===== config.mk =====
export PLATFORM = sky130hd
export DESIGN_NAME = sweep_record_deframer_top
export DESIGN_NICKNAME = d
export VERILOG_FILES = /design/src/design/srd_pkg.sv /design/src/design/sweep_record_deframer_top.sv
export SDC_FILE = /design/constraint.sdc
export NUM_CORES = 2
export LEC_CHECK = 0
export ABC_CLOCK_PERIOD_IN_PS = 43000
export BUFFER_PORTS_ARGS = -buffer_cell sky130_fd_sc_hd__buf_2
export CAP_MARGIN = 10
export CELL_PAD_IN_SITES_DETAIL_PLACEMENT = 0
export CELL_PAD_IN_SITES_GLOBAL_PLACEMENT = 2
export CORE_ASPECT_RATIO = 1.1
export CORE_UTILIZATION = 46
export DETAILED_ROUTE_END_ITERATION = 8
export GPL_ROUTABILITY_DRIVEN = 0
export PLACE_DENSITY_LB_ADDON = 0.3
export SLEW_MARGIN = 10
export SYNTH_ARGS = -nofsm -noshare
export SYNTH_HDL_FRONTEND = slang
export SYNTH_SLANG_ARGS = --single-unit

===== constraint.sdc =====
create_clock -name clock -period 43 [get_ports clock]
set_input_delay 0 -clock clock [delete_from_list [all_inputs] [get_ports clock]]
set_output_delay 0 -clock clock [all_outputs]
set_load 0.03 [all_outputs]

===== src/design/srd_pkg.sv =====
package srd_pkg;

   // Record framing
   localparam int unsigned HDR_BYTES            = 48;
   localparam int unsigned TRL_BYTES            = 4;
   localparam int unsigned HDR_BITS             = HDR_BYTES * 8;
   localparam int unsigned MAX_RECORD_BYTES_DEF = 256 * 1024 * 1024;
   // "SPSREC\r\n" as it lands in the little-endian header word
   localparam logic [63:0] REC_MAGIC            = 64'h0A0D_4345_5253_5053;
   localparam logic [31:0] CRC_POLY             = 32'h82F6_3B78;

   // Field widths
   localparam int unsigned PPS_W   = 27;
   localparam int unsigned RAW_W   = 16;
   localparam int unsigned POW_W   = 57;
   localparam int unsigned CODE_W  = 4;
   localparam int unsigned REQ_W   = 8;
   localparam int unsigned RSP_W   = 272;
   localparam int unsigned CSR_IDX_W = 4;
   localparam int unsigned CSR_W   = 32;

   // Register indexes
   localparam logic [CSR_IDX_W-1:0] REG_POINTS = 4'd0;
   localparam logic [CSR_IDX_W-1:0] REG_SCALE  = 4'd1;
   localparam logic [CSR_IDX_W-1:0] REG_OFFSET = 4'd2;
   localparam logic [CSR_IDX_W-1:0] REG_DENOM  = 4'd3;

   // Input kinds
   localparam logic MODE_DATA = 1'b0;
   localparam logic MODE_END  = 1'b1;

   // Result kinds
   localparam logic KIND_SAMPLE = 1'b0;
   localparam logic KIND_STATUS = 1'b1;

   typedef enum logic [CODE_W-1:0] {
      ST_OK        = 4'd0,
      ST_MAGIC     = 4'd1,
      ST_HDRLEN    = 4'd2,
      ST_FLAGS     = 4'd3,
      ST_RECLEN    = 4'd4,
      ST_SEQ       = 4'd5,
      ST_DURATION  = 4'd6,
      ST_COUNT     = 4'd7,
      ST_PAYLOAD   = 4'd8,
      ST_TOTAL     = 4'd9,
      ST_CRC       = 4'd10,
      ST_TRUNCATED = 4'd11,
      ST_CLEAN_END = 4'd12
   } status_type;

   // CRC-32C, reflected, one byte
   function automatic logic [31:0] crc_byte(input logic [31:0] crc, input logic [7:0] b);
      logic [31:0] c;
      c = crc ^ {24'd0, b};
      for (int i = 0; i < 8; i++) begin
         c = c[0] ? ((c >> 1) ^ CRC_POLY) : (c >> 1);
      end
      return c;
   endfunction

endpackage


===== src/design/sweep_record_deframer_top.sv =====
// Header bytes and trailer bytes are taken from the input in the idle state; the last
// header byte starts the header checks (one check per cycle), and a failing check issues a status result.
// A sample's high byte starts the multiply, prepare, 58-bit quotient division on the
// shared 2-bit-per-cycle divider, sign fix and output steps, in that order.
// One transaction is in flight at a time; the output register frees the input.
// Synchronous active-high reset returns to the header phase with config at default.
module sweep_record_deframer_top #(
   parameter int unsigned MAX_RECORD_BYTES = srd_pkg::MAX_RECORD_BYTES_DEF
) (
   input  logic                            clock,
   input  logic                            reset,
   input  logic                            req_tvalid,
   output logic                            req_tready,
   input  logic [srd_pkg::REQ_W-1:0]       req_tdata,  // data_byte
   input  logic                            req_tuser,  // mode
   output logic                            rsp_tvalid,
   input  logic                            rsp_tready,
   // sample raw, power, status code, record sequence, start stamp,
   // end stamp, zero fill
   output logic [srd_pkg::RSP_W-1:0]       rsp_tdata,
   output logic                            rsp_tuser,  // kind
   output logic                            rsp_tlast,  // last_of_record
   input  logic                            csr_valid,
   output logic                            csr_ready,
   input  logic [srd_pkg::CSR_IDX_W-1:0]   csr_index,
   input  logic [srd_pkg::CSR_W-1:0]       csr_data
);
   import srd_pkg::*;

   localparam int unsigned IDX_W     = $clog2(MAX_RECORD_BYTES);
   localparam int unsigned DIV_W     = 58;
   localparam int unsigned DIV_STEPS = DIV_W / 2;
   localparam int unsigned DCNT_W    = $clog2(DIV_STEPS);
   localparam int unsigned NUM_W     = 50;

   typedef enum logic [2:0] {
      S_IDLE, S_CHECK, S_MUL, S_PREP, S_DIV, S_FIX, S_EMIT
   } state_type;

   typedef enum logic [1:0] {
      PH_HEADER, PH_PAYLOAD, PH_TRAILER
   } phase_type;

   // Sequencer and record state
   state_type          state_ff, state_in;
   phase_type          phase_ff, phase_in;
   logic               halted_ff, halted_in;
   logic               hvalid_ff, hvalid_in;
   logic [IDX_W-1:0]   idx_ff, idx_in;
   logic [IDX_W-1:0]   paylen_ff, paylen_in;
   logic [HDR_BITS-1:0] hdr_ff, hdr_in;
   logic [63:0]        seq_exp_ff, seq_exp_in;
   logic [31:0]        crc_ff, crc_in;
   logic [7:0]         low_ff, low_in;
   logic [31:0]        trl_ff, trl_in;
   logic [3:0]         step_ff, step_in;

   // Calibration datapath
   logic [RAW_W-1:0]   raw_ff, raw_in;
   logic [NUM_W-1:0]   num_ff, num_in;
   logic               neg_ff, neg_in;
   logic [DIV_W-1:0]   dvd_ff, dvd_in;
   logic [DIV_W-1:0]   quo_ff, quo_in;
   logic [31:0]        rem_ff, rem_in;
   logic [DCNT_W-1:0]  dcnt_ff, dcnt_in;

   // Pending result
   logic               p_kind_ff, p_kind_in;
   logic [RAW_W-1:0]   p_raw_ff, p_raw_in;
   logic [POW_W-1:0]   p_pow_ff, p_pow_in;
   status_type         p_code_ff, p_code_in;
   logic [63:0]        p_seq_ff, p_seq_in;
   logic [63:0]        p_st_ff, p_st_in;
   logic [63:0]        p_en_ff, p_en_in;

   // Output register
   logic               o_valid_ff, o_valid_in;
   logic               o_kind_ff, o_kind_in;
   logic [RSP_W-1:0]   o_data_ff, o_data_in;

   // Configuration
   logic [PPS_W-1:0]   pps_ff, pps_in;
   logic signed [31:0] scale_ff, scale_in;
   logic signed [31:0] offs_ff, offs_in;
   logic [31:0]        den_ff, den_in;

   // Header fields
   logic [63:0] h_magic, h_seq, h_st, h_en;
   logic [15:0] h_hlen, h_flags;
   logic [31:0] h_rec, h_cnt, h_pay;

   assign h_magic = hdr_ff[63:0];
   assign h_rec   = hdr_ff[95:64];
   assign h_hlen  = hdr_ff[111:96];
   assign h_flags = hdr_ff[127:112];
   assign h_seq   = hdr_ff[191:128];
   assign h_st    = hdr_ff[255:192];
   assign h_en    = hdr_ff[319:256];
   assign h_cnt   = hdr_ff[351:320];
   assign h_pay   = hdr_ff[383:352];

   // Misc combinational helpers
   logic               take, out_free, chk_fail;
   logic [7:0]         b;
   logic [IDX_W-1:0]   idx_nx;
   logic [31:0]        crc_nx, trl_nx;
   logic signed [48:0] prod;
   logic [NUM_W-1:0]   mag;
   logic [32:0]        r1, r2, dv;
   logic               ge1, ge2;
   logic [31:0]        rm1, rm2;
   logic [DIV_W-1:0]   q_neg;
   logic [63:0]        i_seq, i_st, i_en;

   assign req_tready = (state_ff == S_IDLE);
   assign csr_ready  = 1'b1;
   assign take       = req_tvalid && req_tready;
   assign out_free   = !o_valid_ff || rsp_tready;
   assign b          = req_tdata;
   assign idx_nx     = idx_ff + IDX_W'(1);
   assign crc_nx     = crc_byte(crc_ff, b);
   assign trl_nx     = trl_ff | ({24'd0, b} << {idx_ff[1:0], 3'b000});

   // Header info for a status issued now
   assign i_seq = hvalid_ff ? h_seq : seq_exp_ff;
   assign i_st  = hvalid_ff ? h_st  : 64'd0;
   assign i_en  = hvalid_ff ? h_en  : 64'd0;

   // Shared multiply, magnitude and two divider steps
   assign prod = $signed({1'b0, raw_ff}) * scale_ff;
   assign mag  = num_ff[NUM_W-1] ? (~num_ff + NUM_W'(1)) : num_ff;
   assign dv   = {1'b0, den_ff};
   assign r1   = {rem_ff, dvd_ff[DIV_W-1]};
   assign ge1  = (r1 >= dv);
   assign rm1  = ge1 ? 32'(r1 - dv) : r1[31:0];
   assign r2   = {rm1, dvd_ff[DIV_W-2]};
   assign ge2  = (r2 >= dv);
   assign rm2  = ge2 ? 32'(r2 - dv) : r2[31:0];
   assign q_neg = ~quo_ff + DIV_W'(1);

   // One header check per step, in status-code order
   always_comb begin
      chk_fail = 1'b0;
      case (step_ff)
         4'd0: chk_fail = (h_magic != REC_MAGIC);
         4'd1: chk_fail = (h_hlen != 16'(HDR_BYTES));
         4'd2: chk_fail = (h_flags != 16'd0);
         4'd3: chk_fail = (h_rec < 32'(HDR_BYTES + TRL_BYTES))
                       || (h_rec > 32'(MAX_RECORD_BYTES));
         4'd4: chk_fail = (h_seq != seq_exp_ff);
         4'd5: chk_fail = ($signed(h_en) < $signed(h_st));
         4'd6: chk_fail = (h_cnt != {{(32-PPS_W){1'b0}}, pps_ff});
         4'd7: chk_fail = h_cnt[31] || (h_pay != {h_cnt[30:0], 1'b0});
         4'd8: chk_fail = ({1'b0, h_rec} != ({1'b0, h_pay} + 33'(HDR_BYTES + TRL_BYTES)));
         default: chk_fail = 1'b0;
      endcase
   end

   // Sequencer next state
   always_comb begin
      state_in   = state_ff;
      phase_in   = phase_ff;
      halted_in  = halted_ff;
      hvalid_in  = hvalid_ff;
      idx_in     = idx_ff;
      paylen_in  = paylen_ff;
      hdr_in     = hdr_ff;
      seq_exp_in = seq_exp_ff;
      crc_in     = crc_ff;
      low_in     = low_ff;
      trl_in     = trl_ff;
      step_in    = step_ff;
      raw_in     = raw_ff;
      num_in     = num_ff;
      neg_in     = neg_ff;
      dvd_in     = dvd_ff;
      quo_in     = quo_ff;
      rem_in     = rem_ff;
      dcnt_in    = dcnt_ff;
      p_kind_in  = p_kind_ff;
      p_raw_in   = p_raw_ff;
      p_pow_in   = p_pow_ff;
      p_code_in  = p_code_ff;
      p_seq_in   = p_seq_ff;
      p_st_in    = p_st_ff;
      p_en_in    = p_en_ff;
      o_valid_in = o_valid_ff && !rsp_tready;
      o_kind_in  = o_kind_ff;
      o_data_in  = o_data_ff;
      pps_in     = pps_ff;
      scale_in   = scale_ff;
      offs_in    = offs_ff;
      den_in     = den_ff;

      // Register writes
      if (csr_valid) begin
         unique case (csr_index)
            REG_POINTS: pps_in   = csr_data[PPS_W-1:0];
            REG_SCALE:  scale_in = csr_data;
            REG_OFFSET: offs_in  = csr_data;
            REG_DENOM:  den_in   = csr_data;
            default: ;
         endcase
      end

      unique case (state_ff)
         S_IDLE: begin
            if (take && !halted_ff) begin
               // status defaults for this transaction
               p_kind_in = KIND_STATUS;
               p_raw_in  = '0;
               p_pow_in  = '0;
               p_seq_in  = i_seq;
               p_st_in   = i_st;
               p_en_in   = i_en;
               if (req_tuser == MODE_END) begin
                  p_code_in = (phase_ff == PH_HEADER && idx_ff == '0) ? ST_CLEAN_END
                                                                       : ST_TRUNCATED;
                  halted_in = 1'b1;
                  state_in  = S_EMIT;
               end else begin
                  unique case (phase_ff)
                     PH_HEADER: begin
                        hdr_in = {b, hdr_ff[HDR_BITS-1:8]};
                        crc_in = crc_nx;
                        idx_in = idx_nx;
                        if (idx_nx == IDX_W'(HDR_BYTES)) begin
                           hvalid_in = 1'b1;
                           step_in   = '0;
                           state_in  = S_CHECK;
                        end
                     end
                     PH_PAYLOAD: begin
                        crc_in = crc_nx;
                        idx_in = idx_nx;
                        if (idx_nx >= paylen_ff) begin
                           idx_in   = '0;
                           phase_in = PH_TRAILER;
                        end
                        if (!idx_ff[0]) begin
                           low_in = b;
                        end else begin
                           raw_in   = {b, low_ff};
                           state_in = S_MUL;
                        end
                     end
                     PH_TRAILER: begin
                        trl_in = trl_nx;
                        idx_in = idx_nx;
                        if (idx_nx == IDX_W'(TRL_BYTES)) begin
                           state_in = S_EMIT;
                           if (trl_nx != ~crc_ff) begin
                              p_code_in = ST_CRC;
                              halted_in = 1'b1;
                           end else begin
                              p_code_in  = ST_OK;
                              seq_exp_in = seq_exp_ff + 64'd1;
                              phase_in   = PH_HEADER;
                              idx_in     = '0;
                              crc_in     = '1;
                              trl_in     = '0;
                              paylen_in  = '0;
                              low_in     = '0;
                              hvalid_in  = 1'b0;
                           end
                        end
                     end
                     default: ;
                  endcase
               end
            end
         end
         S_CHECK: begin
            if (chk_fail) begin
               // a rejected header reports its own fields
               p_code_in = status_type'(step_ff + 4'd1);
               p_seq_in  = h_seq;
               p_st_in   = h_st;
               p_en_in   = h_en;
               halted_in = 1'b1;
               state_in  = S_EMIT;
            end else if (step_ff == 4'd8) begin
               paylen_in = h_pay[IDX_W-1:0];
               idx_in    = '0;
               trl_in    = '0;
               phase_in  = (h_pay == 32'd0) ? PH_TRAILER : PH_PAYLOAD;
               state_in  = S_IDLE;
            end else begin
               step_in = step_ff + 4'd1;
            end
         end
         S_MUL: begin
            num_in   = {prod[48], prod} + {{(NUM_W-32){offs_ff[31]}}, offs_ff};
            state_in = S_PREP;
         end
         S_PREP: begin
            neg_in   = num_ff[NUM_W-1];
            dvd_in   = {mag, 8'd0};
            quo_in   = '0;
            rem_in   = '0;
            dcnt_in  = '0;
            state_in = S_DIV;
         end
         S_DIV: begin
            rem_in  = rm2;
            quo_in  = {quo_ff[DIV_W-3:0], ge1, ge2};
            dvd_in  = {dvd_ff[DIV_W-3:0], 2'b00};
            dcnt_in = dcnt_ff + DCNT_W'(1);
            if (dcnt_ff == DCNT_W'(DIV_STEPS - 1)) begin
               state_in = S_FIX;
            end
         end
         S_FIX: begin
            p_kind_in = KIND_SAMPLE;
            p_raw_in  = raw_ff;
            p_code_in = ST_OK;
            p_seq_in  = h_seq;
            p_st_in   = h_st;
            p_en_in   = h_en;
            if (den_ff == 32'd0) begin
               p_pow_in = '0;
            end else begin
               p_pow_in = neg_ff ? q_neg[POW_W-1:0] : quo_ff[POW_W-1:0];
            end
            state_in = S_EMIT;
         end
         S_EMIT: begin
            if (out_free) begin
               o_valid_in = 1'b1;
               o_kind_in  = p_kind_ff;
               o_data_in  = {3'b000, p_en_ff, p_st_ff, p_seq_ff, p_code_ff, p_pow_ff, p_raw_ff};
               state_in   = S_IDLE;
            end
         end
         default: state_in = S_IDLE;
      endcase
   end

   // State and registered outputs
   always_ff @(posedge clock) begin
      if (reset) begin
         state_ff   <= S_IDLE;
         phase_ff   <= PH_HEADER;
         halted_ff  <= 1'b0;
         hvalid_ff  <= 1'b0;
         idx_ff     <= '0;
         paylen_ff  <= '0;
         seq_exp_ff <= '0;
         crc_ff     <= '1;
         low_ff     <= '0;
         trl_ff     <= '0;
         step_ff    <= '0;
         dcnt_ff    <= '0;
         o_valid_ff <= 1'b0;
         pps_ff     <= PPS_W'(1);
         scale_ff   <= 32'sd1;
         offs_ff    <= 32'sd0;
         den_ff     <= 32'd1;
      end else begin
         state_ff   <= state_in;
         phase_ff   <= phase_in;
         halted_ff  <= halted_in;
         hvalid_ff  <= hvalid_in;
         idx_ff     <= idx_in;
         paylen_ff  <= paylen_in;
         seq_exp_ff <= seq_exp_in;
         crc_ff     <= crc_in;
         low_ff     <= low_in;
         trl_ff     <= trl_in;
         step_ff    <= step_in;
         dcnt_ff    <= dcnt_in;
         o_valid_ff <= o_valid_in;
         pps_ff     <= pps_in;
         scale_ff   <= scale_in;
         offs_ff    <= offs_in;
         den_ff     <= den_in;
      end
      hdr_ff    <= hdr_in;
      raw_ff    <= raw_in;
      num_ff    <= num_in;
      neg_ff    <= neg_in;
      dvd_ff    <= dvd_in;
      quo_ff    <= quo_in;
      rem_ff    <= rem_in;
      p_kind_ff <= p_kind_in;
      p_raw_ff  <= p_raw_in;
      p_pow_ff  <= p_pow_in;
      p_code_ff <= p_code_in;
      p_seq_ff  <= p_seq_in;
      p_st_ff   <= p_st_in;
      p_en_ff   <= p_en_in;
      o_kind_ff <= o_kind_in;
      o_data_ff <= o_data_in;
   end

   assign rsp_tvalid = o_valid_ff;
   assign rsp_tuser  = o_kind_ff;
   assign rsp_tlast  = o_kind_ff;
   assign rsp_tdata  = o_data_ff;

   // Halt is sticky until reset
   a_halt_sticky: assert property (@(posedge clock) disable iff (reset)
      halted_ff |=> halted_ff) else $error("halt released");

   // A failing status always leaves the block halted
   a_fail_halts: assert property (@(posedge clock) disable iff (reset)
      (state_ff == S_EMIT && p_kind_ff == KIND_STATUS && p_code_ff != ST_OK)
      |-> halted_ff) else $error("failing status without halt");

   // Outside the header phase a full header is held
   a_hvalid: assert property (@(posedge clock) disable iff (reset)
      (phase_ff != PH_HEADER) |-> hvalid_ff) else $error("header not valid");

   // Divider count stays within its pass
   a_dcnt: assert property (@(posedge clock) disable iff (reset)
      (state_ff == S_DIV) |-> (dcnt_ff < DCNT_W'(DIV_STEPS))) else $error("divider overrun");

   // Sample results carry no status and no end mark
   a_sample: assert property (@(posedge clock) disable iff (reset)
      (rsp_tvalid && rsp_tuser == KIND_SAMPLE) |-> (rsp_tdata[76:73] == ST_OK))
      else $error("sample with status");

endmodule

# Word level (Yosys, flattened, before mapping)
# Index checks and enable logic that the tools add are counted.
totals:
  regBits: 1470
  latchBits: 0
  ram_bits: 0
  mem_bits_ro: 0
  input_bits: 50
  output_inout_bits: 277
  memories: 0
op_classes:
  addsub: 10
  mul: 1
  div_mod_pow: 0
  order_cmp: 6
  n_eq_ne: 59
  n_shift: 1
  muxes: 117
  bitwise_logic: 15
  reduce_logical: 47
op_table:
  columns: ["operator", "n"]
  rows:
  - ["2-to-1 mux 32 bit", 19]
  - ["2-to-1 mux 64 bit", 9]
  - ["case mux 64 bit (3 select lines)", 3]
  - ["2-to-1 mux 28 bit", 14]
  - ["case mux 57 bit (2 select lines)", 2]
  - ["case mux 32 bit (2 select lines)", 3]
  - ["2-to-1 mux 57 bit", 3]
  - ["NOT 16 -> 17 bit", 8]
  - ["case mux 58 bit (2 select lines)", 1]
  - ["case mux 28 bit (2 select lines)", 2]
  - ["case mux 28 bit (3 select lines)", 1]
  - [">= comparator 33 x 32 -> 1 bit", 2]
  - ["adder 64 x 1 -> 64 bit, second input constant", 1]
  - ["logical NOT 32 bit", 2]
  - ["< comparator 64 bit", 1]
  - ["inequality test 32 bit", 2]
  - ["inequality test 64 x 60 -> 1 bit, second input constant", 1]
  - ["inequality test 64 bit", 1]
  - ["subtractor 32 bit", 2]
  - ["adder 57 x 1 -> 57 bit, second input constant", 1]
  - ["NOT 57 bit", 1]
  - ["adder 49 x 32 -> 50 bit", 1]
  - ["adder 50 x 1 -> 50 bit, second input constant", 1]
  - ["2-to-1 mux 50 bit", 1]
  - ["other kinds (72)", 174]

# Longest topological paths before layout
depth:
  word_depth: 18
  depth_mapped: 29

# Worst setup path after synthesis
# OpenSTA, ideal clock, no wires.
synth_timing:
  path_type: "reg-to-reg"
  from: "reg hdr_ff[355]"
  to: "reg p_code_ff[0] (enable)"
  setup_time_ps: 367
  arrival_ps: 18449
  path_slack_ps: 24184
  stages_incl_launch_ff: 11
  path_cell_list: "edfxtp_1 ha_1 o311ai_0 nor3_1 nand4b_1 mux2_2 mux2i_1 or4_1 o21ai_1 a311oi_1 a21boi_0"
synth_via:
  elab_chain_len: 5
synth_lines:
  columns: ["item", "line_no", "source"]
  rows:
  - ["from (decl)", "sweep_record_deframer_top.sv:51", "logic [HDR_BITS-1:0] hdr_ff, hdr_in;"]
  - ["from (signal assigned)", "sweep_record_deframer_top.sv:378", "hdr_ff <= hdr_in;"]
  - ["adder 32 x 6 -> 33 bit or inequality test 32 bit (tied branches)", "sweep_record_deframer_top.sv:154, sweep_record_deframer_top.sv:153", null]
  - ["inequality test 32 x 33 -> 1 bit or logical OR 1 bit (tied branches)", "sweep_record_deframer_top.sv:154, sweep_record_deframer_top.sv:153", null]
  - ["case mux 1 bit (9 select lines) *", "sweep_record_deframer_top.sv:144", "case (step_ff)"]
  - ["inequality test 2 bit (no source line) *", null, null]
  - ["AND reduction 5 bit (no source line) *", null, null]
  - ["to (signal assigned)", "sweep_record_deframer_top.sv:388", "p_code_ff <= p_code_in;"]
  - ["to (decl)", "sweep_record_deframer_top.sv:71", "status_type p_code_ff, p_code_in;"]
# Mark *: on every way between the ends. The rest lies on a longest branch, timed or not.
# A chain may end at the register's enable or synchronous reset.

# Final worst setup path
layout_timing:
  from: "reg raw_ff[9]"
  to: "reg num_ff[47] (data pin)"
layout_via:
  elab_chain_len: 2
layout_lines:
  columns: ["item", "line_no", "source"]
  rows:
  - ["from (decl)", "sweep_record_deframer_top.sv:59", "logic [RAW_W-1:0] raw_ff, raw_in;"]
  - ["from (signal assigned)", "sweep_record_deframer_top.sv:379", "raw_ff <= raw_in;"]
  - ["multiplier 17 x 32 -> 49 bit", "sweep_record_deframer_top.sv:130", "assign prod = $signed({1'b0, raw_ff}) * scale_ff;"]
  - ["adder 49 x 32 -> 50 bit", "sweep_record_deframer_top.sv:293", "num_in = {prod[48], prod} + {{(NUM_W-32){offs_ff[31]}}, offs_ff};"]
  - ["to (signal assigned)", "sweep_record_deframer_top.sv:380", "num_ff <= num_in;"]
  - ["to (decl)", "sweep_record_deframer_top.sv:60", "logic [NUM_W-1:0] num_ff, num_in;"]
# No other way between the ends.

==> metrics list <==
* Result of the run: finished clean
* Peak supply drop: 48.54 uV
* Met1 track demand over resource in global routing: 0.3371
- In this run the most critical hold path is launched from csr_data[7].
- For this run, the register share of the synthesized area comes to 0.4915.
- From left edge to right edge, the die measures between 400 and 500 um.
* Post-route DRC: 0
- The largest total area in the synthesized netlist belongs to edfxtp_1.
- The H-tree was split into 4 levels.
- Number of instances in the synthesized netlist: 7340
- For the worst setup path, the data required time is approximately 44 ns.
* Clock tree sinks: 1462
- Endpoints failing setup: 0
* Layout area overhead: 12.18%
- In this design, the critical path's most frequently occurring cell is fa_1.
* Nets: between 8000 and 9000
- TritonRoute pass-1 iters: 5
* Busiest grt layer: met2
* Largest net degree at the start of global routing: 186
- Max Slew Vio Count: 0
- Total global-route track usage: 0.2409
- Reg-to-reg slack, setup: 35.02 ns
- The floorplan step defined a die boundary enclosing 0.1812 mm^2.
- DR vias/cell: 5.376
- Net switching power of the design: 1.715 mW
- Clock latency on the worst-skew pair, taken at its later pin, is 0.82 ns.
- The average instance in the mapped netlist occupies between 10 and 15 um^2.
- Netlist Area Pre-Place: 0.08257 mm^2
- Global routing finished with a remaining overflow of 0.
- The finished layout holds 10160 standard cells, fillers aside.
- The largest single stage delay on the critical path is roughly 0.75 ns.
- The tree is rooted in a clkbuf_16.
- Largest cells by area after synthesis: edfxtp_1, fa_1, dfxtp_1
- Total leakage power: roughly 36 nW
* Post-cts repair resize count: 0
- Endpoint kind of the worst setup timing path: register
- During I/O placement, the number of pins put on the boundary was roughly 330.
* Pint: 3.314 mW
- In this run, CTS created clock tree buffers numbering 155.
- In this run the worst hold path is classified as in -> reg.
- Detail-routed net length per standard cell: 21.41 um
- Total Neg Setup Slack: 0 ns
- STA classifies the critical path startpoint as a register.
- Number of antenna violations at the first check in global routing: 13
* Critical Path, Cell by Cell: buf_4 -> nand2_1 -> fa_1 -> inv_1 -> fa_1 -> fa_1 -> fa_1 -> fa_1 -> inv_1 -> fa_1 -> inv_1 -> ha_1 -> and2_1 -> and3_1 -> nor3b_1 -> a221oi_1 -> o21ai_0 -> a221o_1 -> a221oi_1 -> o21ai_0 -> a311oi_1 -> o21bai_1 -> xor2_1
* Depth of the most critical reg-to-reg path: 23
- The detail route stage leaves a number of antenna-violating nets equal to 0.
- Buffer depth of the longest clock path: 3
- For met2 alone, demand over resource in global routing was 0.3937.
- Number of hold-slack violations in the final timing report: 0
- Critical path fanouts, max: 19
- Endpoint with the worst hold slack: scale_ff[7]
- Max Clock Skew: 0.05008 ns
- Yosys mapped the design onto 91 distinct sky130hd cell types.
* End of the worst register-to-register path: num_ff[47]
* Area of the core: 0.1778 mm^2
- Setup repair after global routing left no endpoint under its margin.
* Most used flip-flop cell after synthesis: edfxtp_1
- For the finished layout, the period the worst path requires is 7.981 ns.
* Register bit total from synthesis: 1462
- The number of placed instances, taps included, is 9799.
- Launch point of the worst reg-to-reg path: raw_ff[9]
* Clock share of power: 0.272
- Number of synthesized flops with an enable pin: 1130
- Number of port buffers: 322
- The worst hold path passes through 4 cells.
- Dividing the final minimum period by the clock period gives 0.1856.
- Number of warning messages in the yosys log: 0
* Upper clock frequency limit: between 100 and 150 MHz
- The number of global-route vias before repair was 54670.
- Detailed routing inserted a total of approximately 55000 vias.
- Of the post-synthesis cell area, the dominant cell type holds 0.4110.
- Of the cells placed in the final design, the portion with a size suffix greater than 1 is 0.1006.
- Post-DP HPWL: 160800 um
* Clock transition at the registers of the reported paths: 0.06 ns
- From bottom edge to top edge, the die measures 446.3 um.
- Final wirelength: about 220000 um
* Slew Limit Headroom: 0.2457
* Max_cap viols: 0
* Transition time of the tightest slew-check pin: 1.131 ns
- Critical path's slowest cell: edfxtp_1
- Power density of the placed cells: between 50 and 60 mW/mm^2
- For met3 alone, demand over resource in global routing was 0.03280.
- Critical Path AT: 8.52 ns
* CTS tree: yes
- The floorplan has about 160 rows.
- After the first detailed-routing iteration, the DRC count stood at about 4200.
- Of the total power, the share spent switching nets is 0.3411.
* Post-synthesis async set-or-reset flop share: 0
- Of the total power, registers draw 0.438.
- Ranked by instance count, the synthesized netlist is headed by edfxtp_1, inv_1, nand2_1, fa_1, nor2_1.
- Global-route wire length before repair: 333200 um
* Most frequent cell after synthesis: edfxtp_1
* Starting utilization of the core area: 0.4645
- The critical path is of the reg -> reg type.
* Part of the total power dissipated in combinational logic: 0.291
==> layout by cell type (no fill, tap or decap), types with 43 or more instances in the layout <==
cell type	synthesis	routed
edfxtp_1	1130	1130
inv_1	849	848
nand2_1	786	785
fa_1	527	527
nor2_1	427	423
dfxtp_1	332	332
a21oi_1	322	322
buf_2	21	321
xnor2_1	304	304
and2_1	296	295
ha_1	292	292
xor2_1	242	242
o21ai_0	215	214
clkbuf_16	0	156
nand4_1	123	123
nor4_1	107	107
nor2b_1	101	100
nand3_1	91	90
mux2_2	86	86
buf_4	5	80
a21o_1	70	70
dlygate4sd3_1	0	68
nor3_1	64	61
and3_1	53	53
or3_1	43	43
==> metal layers <==
metal / up-vias / share of wire
met5: - / 0.00012
li1: 25620 / -
met1: 27080 / 0.45
met2: 1633 / 0.47
met3: 284 / 0.053
met4: 4 / 0.023
==> worst max path at each step <==
stage / cells past startpoint / end / start
after global placement: 23 / num_ff[47] / raw_ff[13]
after global routing: 22 / num_ff[47] / raw_ff[12]
after CTS: 22 / num_ff[47] / raw_ff[12]
final: 23 / num_ff[47] / raw_ff[9]
after floorplan: 10 / p_code_ff[0] / hdr_ff[355]
after detailed placement: 23 / num_ff[47] / raw_ff[13]
==> metrics by stage <==
step                      hold WS, ns  power [mW]  area (um^2)  utilization  setup slack (ns)
after floorplan               0.09887       3.345        82570            -             24.18
final                         0.09831       5.030        92620       0.5210             35.02
after CTS                     0.02008       5.070        92610       0.5210             35.01
after global routing          0.05941       5.298        92620       0.5210             34.64
after global placement         0.2846       3.673        86640       0.4874             35.05
after detailed placement       0.2925       3.685        86640       0.4874             35.01
==> repair_timing <==
| action | 4_1_cts | 5_1_grt |
|---|---|---|
| setup buffers | 0 | 0 |
| hold buffers | 69 | 0 |
| hold endpoints to repair | 271 | 0 |
==> power by group through the flow <==
stage	registers [mW]	logic (mW)	clock network (mW)
after floorplan	2.27	1.07	0
after global placement	2.23	1.45	0
after detailed placement	2.23	1.46	0
after CTS	2.20	1.47	1.40
after global routing	2.23	1.61	1.45
final	2.20	1.46	1.37
==> registers in the layout (all words and copies together) (netlist names), 5 cells and up <==
register	cells
dcnt_ff	5
seq_exp_ff	64
low_ff	8
pps_ff	27
p_en_ff	64
raw_ff	16
paylen_ff	28
p_raw_ff	16
idx_ff	28
p_st_ff	64
den_ff	32
quo_ff	57
dvd_ff	50
num_ff	50
scale_ff	32
p_seq_ff	64
rsp_tdata	269
crc_ff	32
offs_ff	32
hdr_ff	384
p_pow_ff	57
trl_ff	32
rem_ff	32
==> cells by family after synthesis <==
kind of cell | share of synthesized area
other cells | 0.00009096
flops | 0.4915
simple gates | 0.1329
compound gates | 0.07585
mux | 0.01585
fa+ha+maj | 0.1720
xor+xnor | 0.05792
buf+inv | 0.05392
==> final cells by class <==
type | count | area [um^2]
antenna | 4 | 10.01
clock buffer | 193 | 4083
clock inverter | 94 | 1186
fill | 15680 | 85140
inverter | 850 | 3196
multi-input combinational | 4706 | 37650
sequential | 1462 | 40580
tap | 2378 | 2975
timing repair buffer | 472 | 2942
==> worst max-delay path, delay by kind of cell, from the launching register on <==
kind,cells,cell delay (ns)
AOI/OAI and AO/OA,7,2.16
xor gates and xnor gates,1,0.14
and+or+nand+nor,4,0.65
adders and majority gates,7,3.49
DFF,1,0.75
buffers and inverters,4,0.53
Note: power is estimated with default switching activity, not from simulation.
